==> src/rtl/dafp_pkg.sv <==
`default_nettype none
// ----------------------------------------------------------------------------
// dafp_pkg: shared widths, constants and helpers
// Fixed internal widths of the torsion angle datapath, the CORDIC arctangent
// table and a leading-one search used by the normalizing stages.
// ----------------------------------------------------------------------------
package dafp_pkg;

	localparam int COORD_WIDTH_D     = 24;
	localparam int ANGLE_FRAC_BITS_D = 13;
	localparam int CORDIC_STEPS_D    = 16;

	localparam int ANGLE_W    = 16;   // result port width
	localparam int SV_W       = 16;   // scaled difference vector component
	localparam int PRD_W      = 32;   // 16x16 product
	localparam int N_W        = 32;   // plane normal component
	localparam int XY_W       = 64;   // dot product / CORDIC input before scaling
	localparam int D_W        = 48;   // r1 . P2
	localparam int SQ_W       = 32;   // r2 . r2
	localparam int LEN_W      = 16;   // |r2|
	localparam int SQRT_STEPS = SQ_W / 2;
	localparam int CORDIC_W   = 34;   // CORDIC x, y and angle registers
	localparam int ZFRAC      = 30;
	localparam int SV_TOP     = 14;   // scaled vector leading-one position
	localparam int XY_TOP     = 29;   // CORDIC input leading-one position
	localparam int SH_W       = 6;
	localparam int POS_W      = 7;
	localparam logic signed [63:0] PI_Z = 64'sd3373259426;

	typedef struct packed {
		logic deg;      // a plane normal is the zero vector
		logic zero;     // x and y collapsed to zero after scaling
	} flags_t;

	// atan(2^-i) with ZFRAC fraction bits, truncated
	function automatic logic signed [CORDIC_W-1:0] atan_z(input int i);
		logic signed [CORDIC_W-1:0] v;
		case (i)
			0: v = 34'sh03243F6A8;
			1: v = 34'sh01DAC6705;
			2: v = 34'sh00FADBAFC;
			3: v = 34'sh007F56EA6;
			4: v = 34'sh003FEAB76;
			5: v = 34'sh001FFD55B;
			6: v = 34'sh000FFFAAA;
			7: v = 34'sh0007FFF55;
			8: v = 34'sh0003FFFEA;
			9: v = 34'sh0001FFFFD;
			10: v = 34'sh0000FFFFF;
			11: v = 34'sh00007FFFF;
			12: v = 34'sh00003FFFF;
			13: v = 34'sh00001FFFF;
			14: v = 34'sh00000FFFF;
			15: v = 34'sh000007FFF;
			16: v = 34'sh000003FFF;
			17: v = 34'sh000001FFF;
			18: v = 34'sh000000FFF;
			19: v = 34'sh0000007FF;
			20: v = 34'sh0000003FF;
			21: v = 34'sh0000001FF;
			22: v = 34'sh0000000FF;
			23: v = 34'sh00000007F;
			default: v = '0;
		endcase
		return v;
	endfunction

	// position of the highest set bit, 0 for a zero word
	function automatic logic [POS_W-1:0] lead_pos(input logic [63:0] v);
		logic [POS_W-1:0] p;
		p = '0;
		for (int i = 0; i < 64; i++) begin
			if (v[i]) p = POS_W'(i);
		end
		return p;
	endfunction

	// component index helpers for cross products
	function automatic int nxt1(input int c);
		return (c == 2) ? 0 : c + 1;
	endfunction

	function automatic int nxt2(input int c);
		return (c == 0) ? 2 : c - 1;
	endfunction

endpackage
`default_nettype wire

==> src/rtl/dafp_cordic_cell.sv <==
`default_nettype none
// ----------------------------------------------------------------------------
// dafp_cordic_cell: one vectoring micro-rotation
// Rotates (x, y) toward the x axis by atan(2^-IDX) and tracks the angle.
// ----------------------------------------------------------------------------
module dafp_cordic_cell #(
	parameter int IDX = 0
) (
	input  wire logic                                clk,
	input  wire logic                                en,
	input  wire logic signed [dafp_pkg::CORDIC_W-1:0] x_in,
	input  wire logic signed [dafp_pkg::CORDIC_W-1:0] y_in,
	input  wire logic signed [dafp_pkg::CORDIC_W-1:0] z_in,
	output logic      signed [dafp_pkg::CORDIC_W-1:0] x_out,
	output logic      signed [dafp_pkg::CORDIC_W-1:0] y_out,
	output logic      signed [dafp_pkg::CORDIC_W-1:0] z_out
);
	import dafp_pkg::*;

	localparam logic signed [CORDIC_W-1:0] ATAN = atan_z(IDX);

	logic signed [CORDIC_W-1:0] dx;
	logic signed [CORDIC_W-1:0] dy;

	assign dx = x_in >>> IDX;
	assign dy = y_in >>> IDX;

	always_ff @(posedge clk) begin
		if (en) begin
			if (!y_in[CORDIC_W-1]) begin
				x_out <= x_in + dy;
				y_out <= y_in - dx;
				z_out <= z_in + ATAN;
			end else begin
				x_out <= x_in - dy;
				y_out <= y_in + dx;
				z_out <= z_in - ATAN;
			end
		end
	end

endmodule
`default_nettype wire

==> config.mk <==
export PLATFORM = sky130hd
export DESIGN_NAME = dafp_cordic_cell
export DESIGN_NICKNAME = d
export VERILOG_FILES = /design/src/rtl/dafp_pkg.sv /design/src/rtl/dafp_cordic_cell.sv
export SDC_FILE = /design/constraint.sdc
export NUM_CORES = 1
export LEC_CHECK = 0
export ABC_AREA = 1
export BUFFER_PORTS_ARGS = -buffer_cell sky130_fd_sc_hd__buf_2
export CAP_MARGIN = 15
export CORE_MARGIN = 2
export CORE_UTILIZATION = 53
export CTS_CLUSTER_SIZE = 8
export DETAILED_ROUTE_END_ITERATION = 6
export HOLD_SLACK_MARGIN = 0.03
export PLACE_DENSITY = 0.82
export SLEW_MARGIN = 15
export SYNTH_ARGS = -nofsm -noshare
export SYNTH_HDL_FRONTEND = slang
export SYNTH_SLANG_ARGS = --single-unit
==> constraint.sdc <==
create_clock -name clk -period 3.1 [get_ports clk]
set_input_delay 0.93 -clock clk [delete_from_list [all_inputs] [get_ports clk]]
set_output_delay 0.93 -clock clk [all_outputs]
set_load 0.005 [all_outputs]
After elaboration in Yosys (flattened, before gate mapping)
Index checks and enable logic that the tools add are counted.
Widths: inputs -> output; s select.

storage, ports and cells
  register bits after elaboration = 102
  input port bits = 104
  output and inout port bits = 102
  logic and storage cells = 11

operators by class
  add/sub/neg operators = 5
  mux-type cells = 3

operator list
  cell                    count
  $mux 34                 3
  $sub 34x34->34          2
  $add 34x31->34 const B  1
  $add 34x34->34          1
  $sub 34x31->34 const B  1

Longest topological paths before layout
Gate-level depths: netlist of the first run.

  word-level depth = 2
  gate-level depth with buffers = 17
  depth with buffers taken out = 16

Least setup slack after synthesis of the first run
OpenSTA, ideal clock, no wires.

  path type = input to register
  start = input port y_in[33] (netlist name)
  end = register z_out[30] (netlist name), data pin
  library setup time = 0.260 ns
  arrival time = 2.699 ns
  required time = 2.840 ns
  setup slack = 0.141 ns
  stages on the path = 13
  buffers on the path = 2
  cell sequence = buf_2 inv_2 buf_2 ha_1 a21oi_1 inv_1 nor2_1 nor2_1 nor2_1 nor2_1 nor2_1 nand2_1 xor2_1

on the way
  cells in the longest elaborated chain, start to end = 1

RTL lines
  what                  RTL line                RTL
  from (decl)           dafp_cordic_cell.sv:12  input wire logic signed [dafp_pkg::CORDIC_W-1:0] y_in,
  $mux 34               dafp_cordic_cell.sv:30  if (!y_in[CORDIC_W-1]) begin
  to (signal assigned)  dafp_cordic_cell.sv:33  z_out <= z_in + ATAN;
  to (signal assigned)  dafp_cordic_cell.sv:37  z_out <= z_in - ATAN;
  to (decl)             dafp_cordic_cell.sv:16  output logic signed [dafp_pkg::CORDIC_W-1:0] z_out

Every way passes these cells.
A chain may end at the register's enable or synchronous reset.

Worst setup path after layout of the first run
  start = input port x_in[8] (netlist name)
  end = register y_out[33] (netlist name), data pin

on the way
  cells in the longest elaborated chain, start to end = 2
  elaborated cells between the ends (all ways) = 3
  those cells by class = 2 x add/sub; 1 x mux

RTL lines
  what                                                     RTL line                                        RTL
  from (decl)                                              dafp_cordic_cell.sv:11                          input wire logic signed [dafp_pkg::CORDIC_W-1:0] x_in,
  $sub 34x34->34 / $add 34x34->34 (equally long branches)  dafp_cordic_cell.sv:32, dafp_cordic_cell.sv:36
  $mux 34 (*)                                              dafp_cordic_cell.sv:30
  to (signal assigned)                                     dafp_cordic_cell.sv:32                          y_out <= y_in - dx;
  to (signal assigned)                                     dafp_cordic_cell.sv:36                          y_out <= y_in + dx;
  to (decl)                                                dafp_cordic_cell.sv:15                          output logic signed [dafp_pkg::CORDIC_W-1:0] y_out,

Mark *: on every way between the ends. The rest lies on a longest branch, timed or not.

==> results.sh, run 1 <==
export IMPL_outcome="finished with violations"
export IMPL_violations="DRC"
export IMPL_synthFlopType="edfxtp_1"
export IMPL_rsz0062_at_grt="false"
export IMPL_clockBufferDepth=2
export IMPL_critical_path_max_fanout=5
export IMPL_firstDrtPassIters=7
export IMPL_dp_hpwl_microns=35000
export IMPL_drc=1
export IMPL_drv_slew=0
export IMPL_crit_path_end_kind="flip-flop"
export IMPL_setup_ws_ns=0.226
export IMPL_cts_hold_buf=0
export IMPL_fin_util_pct=63.7
export IMPL_start_util_pct=53.5
export IMPL_power_internal_mw=3.27
export IMPL_globalplace_congestion=1.02
export IMPL_path_clk_slew_ns=0.09
export IMPL_pwr_share_clk_pct=23.1
export IMPL_via_count=13400
export IMPL_cts_tree="done"
export IMPL_fillCellCount=2124
export IMPL_crit_path_start="x_in[8]"
export IMPL_pre_cts_ws_ns=-0.0831
export IMPL_p_leak_nw=7.43
export IMPL_irDropWorstVdd_v=0.000274
export IMPL_syn_num_nets=2064
export IMPL_crit_arrival_ns=3.01
export IMPL_drt_total_wl_microns=41800
export IMPL_p_per_area_nw_per_um2=387
export IMPL_core_area_sq_um=22400
export IMPL_avgSynthCellArea_sq_um=6.57
export IMPL_hold_path_end="z_out[1]"
export IMPL_grt_pass1_vias=12800
export IMPL_ys_types=42
export IMPL_p_seq_share_pct=33.1
export IMPL_drt_iter0_markers=1151
export IMPL_grt_overflow_total=0
export IMPL_worst_setup_path_type="primary input to flip-flop"
export IMPL_async_flop_share_pct=0
export IMPL_worst_pin_slew_ns=0.638
export IMPL_final_layout_size_suffix_gt1_share_pct=17.1
export IMPL_antenna_found_initial=0
export IMPL_vias_per_cell=5.57
export IMPL_required_ns=3.24
export IMPL_relSlewSlack_pct=57.5
export IMPL_switching_share_pct=40.9
export IMPL_cts_sinks=101
export IMPL_cts_setup_buffers=0
export IMPL_ant_nets=0
export IMPL_ctsResizeCount=0
export IMPL_root_buffer="clkbuf_16"
export IMPL_antennaDiodeCount=0
export IMPL_io_pins=206
export IMPL_hp_class="primary input to flip-flop"
export IMPL_p_total_mw=5.53
export IMPL_grt_max_degree=55
export IMPL_die_area_sq_um=23900
export IMPL_max_freq_ghz=0.348
export IMPL_synth_seq_area_share_pct=25.3
export IMPL_layout_commonest_cell="nand2_1"
export IMPL_critPathLaunchType="primary input"
export IMPL_cap_viol_max_count=0
export IMPL_grt_first_pass_wirelength_microns=64500
export IMPL_min_delay_start="z_in[1]"
export IMPL_grt_use_total_pct=34.4
export IMPL_wl_per_cell_microns=17.4
export IMPL_die_w_microns=154
export IMPL_synth_area_sq_um=12000
export IMPL_final_cell_mix="nand2_1, inv_1, buf_2"
export IMPL_min_path_cells=1
export IMPL_area_growth_pct=19.0
export IMPL_ys_warn_count=0
export IMPL_rows=55
export IMPL_period_needed_ns=2.87
export IMPL_htreeDepth=3
export IMPL_synth_seq_cells=101
export IMPL_comb_power_share_pct=43.8
export IMPL_layout_nets=2346
export IMPL_setup_violations=0
export IMPL_die_h_microns=154
export IMPL_syn_inst=1827
export IMPL_synth_enable_flop_cells=101
export IMPL_hold_viol=0
export IMPL_portBuffers=205
export IMPL_p_switching_mw=2.26
export IMPL_numCtsBuffers=9
export IMPL_period_share_pct=92.7
[stage by stage]
stage / setup TNS, ns / hold WS (ns) / area (sq um) / std cells
detailed placement: -0.340 / 1.11 / 14000 / 2383
floorplan: 0 / 1.03 / 12000 / 1827
finish: 0 / 0.726 / 14300 / 2399
CTS: 0 / 0.722 / 14300 / 2399
global placement: -0.115 / 1.11 / 14000 / 2383
global route: 0 / 0.716 / 14300 / 2399
[cells by family after synthesis]
logic type	share of synthesized area, %
muxes	0.167
buffers and inverters	10.5
AOI/OAI and AO/OA	13.9
xor gates and xnor gates	3.87
adders and majority gates	14.1
DFF	25.3
and+or+nand+nor	32.1
[layout make-up]
cell class	count	area, sq um	share of cell area (%)
Multi-Input combinational cell	1418	7700	53.9
Sequential cell	101	3030	21.2
Timing Repair Buffer	315	1880	13.2
Inverter	264	991	6.94
Tap cell	285	357	2.50
Clock buffer	9	225	1.58
Clock inverter	7	96.3	0.674
[worst max path at each step]
stage | endpoint | slack [ns] | depth (start not counted)
finish | y_out[33] | 0.23 | 16
detailed placement | y_out[33] | -0.08 | 16
floorplan | z_out[30] | 0.14 | 13
global route | x_out[11] | 0.11 | 12
global placement | y_out[24] | -0.04 | 14
CTS | y_out[33] | 0.31 | 16
[registers in the layout, summed over array words and instances (netlist names)]
| register | count |
|---|---|
| x_out | 34 |
| y_out | 33 |
| z_out | 34 |
[power by group through the flow]
stage / sequential [mW] / clock [mW] / combinational [mW]
6_report: 1.83 / 1.28 / 2.42
5_1_grt: 1.85 / 1.33 / 2.66
4_1_cts: 1.83 / 1.28 / 2.37
3_5_place_dp: 1.86 / 0 / 2.36
3_3_place_gp: 1.86 / 0 / 2.32
2_1_floorplan: 1.88 / 0 / 1.36
[metal layers]
metal	global-route usage, %	up-vias	wire length [microns]
li1	-	6532	-
met1	45.6	6130	17600
met2	59.1	614	19400
met3	4.01	75	3440
met4	10.7	0	1320
met5	0	-	0
[cells in the mapped netlist, types with 2 or more instances]
cell | instances | area, sq um
nand2_1 | 512 | 1920
inv_1 | 258 | 968
nand3_1 | 180 | 901
a21oi_1 | 154 | 771
nor2_1 | 153 | 574
ha_1 | 129 | 1610
edfxtp_1 | 101 | 3030
o21ai_0 | 99 | 495
xor2_1 | 49 | 429
nor3_1 | 23 | 115
buf_4 | 22 | 165
nand4_1 | 16 | 100
o21bai_1 | 15 | 113
o21ai_1 | 13 | 65.1
buf_2 | 9 | 45.0
buf_1 | 8 | 30.0
nand2_2 | 8 | 50.1
inv_2 | 6 | 22.5
nand3b_1 | 6 | 45.0
nor2_2 | 6 | 37.5
o21a_1 | 6 | 45.0
o22ai_1 | 6 | 37.5
a21o_1 | 5 | 37.5
o211ai_1 | 5 | 37.5
fa_1 | 4 | 80.1
xnor2_1 | 4 | 35.0
a21oi_2 | 3 | 26.3
clkbuf_1 | 3 | 11.3
nor4_1 | 3 | 18.8
or2_2 | 3 | 18.8
a21boi_1 | 2 | 15.0
a31oi_1 | 2 | 12.5
and2_1 | 2 | 12.5
buf_6 | 2 | 22.5
mux2i_1 | 2 | 20.0
nor4_2 | 2 | 25.0
[worst max-delay path: stages]
cell and delay (ns):
buf_2 0.11, inv_1 0.05, ha_1 0.34, buf_4 0.18, nand2_1 0.11, inv_1 0.07, a21oi_1 0.32, nand3_1 0.18
nand2_1 0.10, nand2_1 0.16, nand2_1 0.16, nand2_1 0.07, nand2_1 0.06, nand2_1 0.05, nand2_1 0.05, nand2_1 0.06
No activity file was read; power rests on OpenSTA's default activity.
==> run 2, diff against run 1 <==
Settings changed: CORE_MARGIN 2 to not set.
==> results.sh, run 2 (same netlist as run 1, synthesis figures left out) <==
export IMPL_outcome="finished with violations"
export IMPL_violations="DRC"
export IMPL_grt_first_pass_wirelength_microns=63700
export IMPL_p_per_area_nw_per_um2=386
export IMPL_pwr_share_clk_pct=22.8
export IMPL_drc=20
export IMPL_worst_setup_path_type="primary input to flip-flop"
export IMPL_critical_path_max_fanout=10
export IMPL_ctsResizeCount=0
export IMPL_portBuffers=205
export IMPL_ant_nets=0
export IMPL_p_total_mw=5.43
export IMPL_die_h_microns=152
export IMPL_period_needed_ns=2.88
export IMPL_rows=54
export IMPL_start_util_pct=54.5
export IMPL_power_internal_mw=3.22
export IMPL_place_inst=2352
export IMPL_cts_hold_buf=0
export IMPL_p_seq_share_pct=33.6
export IMPL_crit_arrival_ns=3.00
export IMPL_p_switching_mw=2.22
export IMPL_setup_tns_ns=0
export IMPL_slowest_delay_ns=0.44
export IMPL_switching_share_pct=40.8
export IMPL_drv_slew=0
export IMPL_antenna_found_initial=0
export IMPL_hp_class="primary input to flip-flop"
export IMPL_firstDrtPassIters=7
export IMPL_fillCellCount=2111
export IMPL_antennaDiodeCount=0
export IMPL_period_share_pct=92.8
export IMPL_hold_viol=0
export IMPL_drt_total_wl_microns=40500
export IMPL_final_layout_size_suffix_gt1_share_pct=16.1
export IMPL_reg_top3="x_out x34, z_out x34, y_out x33"
export IMPL_cp_slowest_cell="a21oi_1"
export IMPL_die_area_sq_um=23300
export IMPL_grt_max_degree=73
export IMPL_grt_overflow_total=0
export IMPL_globalplace_congestion=1.00
export IMPL_layout_commonest_cell="nand2_1"
export IMPL_required_ns=3.22
export IMPL_dp_hpwl_microns=33400
export IMPL_wl_per_cell_microns=17.1
export IMPL_setup_violations=0
export IMPL_path_cells="buf_2, inv_1, ha_1, a21oi_1, o21ai_0, a21oi_1, nor2_1, nor2_1, nand3_1, nand3_1, nand2_1"
export IMPL_max_freq_ghz=0.347
export IMPL_pre_cts_ws_ns=-0.104
export IMPL_vias_per_cell=5.64
export IMPL_rsz0062_at_grt="false"
export IMPL_cts_setup_buffers=0
export IMPL_p_leak_nw=7.30
export IMPL_core_area_sq_um=22000
export IMPL_io_pins=206
export IMPL_area_growth_pct=17.3
export IMPL_hold_path_end="z_out[0]"
export IMPL_critPathLaunchType="primary input"
export IMPL_clockBufferDepth=2
export IMPL_irDropWorstVdd_v=0.000220
export IMPL_final_cell_mix="nand2_1, inv_1, buf_2"
export IMPL_cts_tree="done"
export IMPL_cts_sinks=101
export IMPL_crit_path_end_kind="flip-flop"
export IMPL_relSlewSlack_pct=43.9
export IMPL_grt_use_total_pct=34.9
export IMPL_drt_iter0_markers=1076
export IMPL_root_buffer="clkbuf_16"
export IMPL_path_clk_slew_ns=0.08
export IMPL_worst_pin_slew_ns=0.842
export IMPL_min_path_cells=1
export IMPL_final_cells=2368
export IMPL_numCtsBuffers=9
export IMPL_die_w_microns=152
export IMPL_htreeDepth=3
export IMPL_min_delay_start="z_in[0]"
export IMPL_cap_viol_max_count=0
export IMPL_comb_power_share_pct=43.6
export IMPL_setup_ws_ns=0.222
export IMPL_via_count=13300
export IMPL_layout_nets=2320
export IMPL_grt_pass1_vias=12700
## run 2: layout make-up
class / count / area (sq um) / area share, %
tap: 280 / 350 / 2.49
timing repair buffer: 289 / 1700 / 12.1
sequential: 101 / 3030 / 21.5
clock buffer: 9 / 225 / 1.60
multi-input combinational: 1418 / 7700 / 54.7
inverter: 264 / 991 / 7.04
clock inverter: 7 / 80.1 / 0.569
## run 2: how the worst max path moves through the flow
stage | startpoint | endpoint | depth (start not counted)
2_1_floorplan | y_in[33] | z_out[30] | 13
3_3_place_gp | x_in[5] | x_out[11] | 14
3_5_place_dp | x_in[5] | x_out[11] | 14
4_1_cts | x_in[5] | x_out[11] | 14
5_1_grt | x_in[7] | y_out[33] | 15
6_report | x_in[18] | x_out[27] | 11
## run 2: per-stage QoR
step                      hold slack [ns]  utilization [%]  instance area, sq um
final                               0.732             63.9                 14100
after global routing                0.724             63.9                 14100
after CTS                           0.726             63.9                 14100
after detailed placement             1.11             62.5                 13800
after global placement               1.11             62.5                 13800
after floorplan                      1.03                -                 12000
## run 2: worst max-delay path, delay by kind of cell
family | cells | cell delay (ns)
adders and majority gates | 1 | 0.43
and+or+nand+nor | 5 | 0.47
AOI/OAI and AO/OA | 3 | 1.02
buffers and inverters | 2 | 0.15
## run 2: power groups by stage
stage                     clock, mW  sequential [mW]  combinational [mW]
after floorplan                   0             1.88                1.36
after global placement            0             1.85                2.28
after detailed placement          0             1.85                2.31
after CTS                      1.24             1.83                2.32
after global routing           1.28             1.84                2.61
final                          1.24             1.82                2.37
## run 2: metal layers
layer  track usage (%)  wire length (microns)  up-vias  share of wire (%)
li1                  -                      -     6496                  -
met1              45.8                  17300     6139                 43
met2              59.3                  18500      626                 46
met3              4.10                   3380       88                8.3
met4              12.3                   1300        0                3.2
met5                 0                      0        -                  0
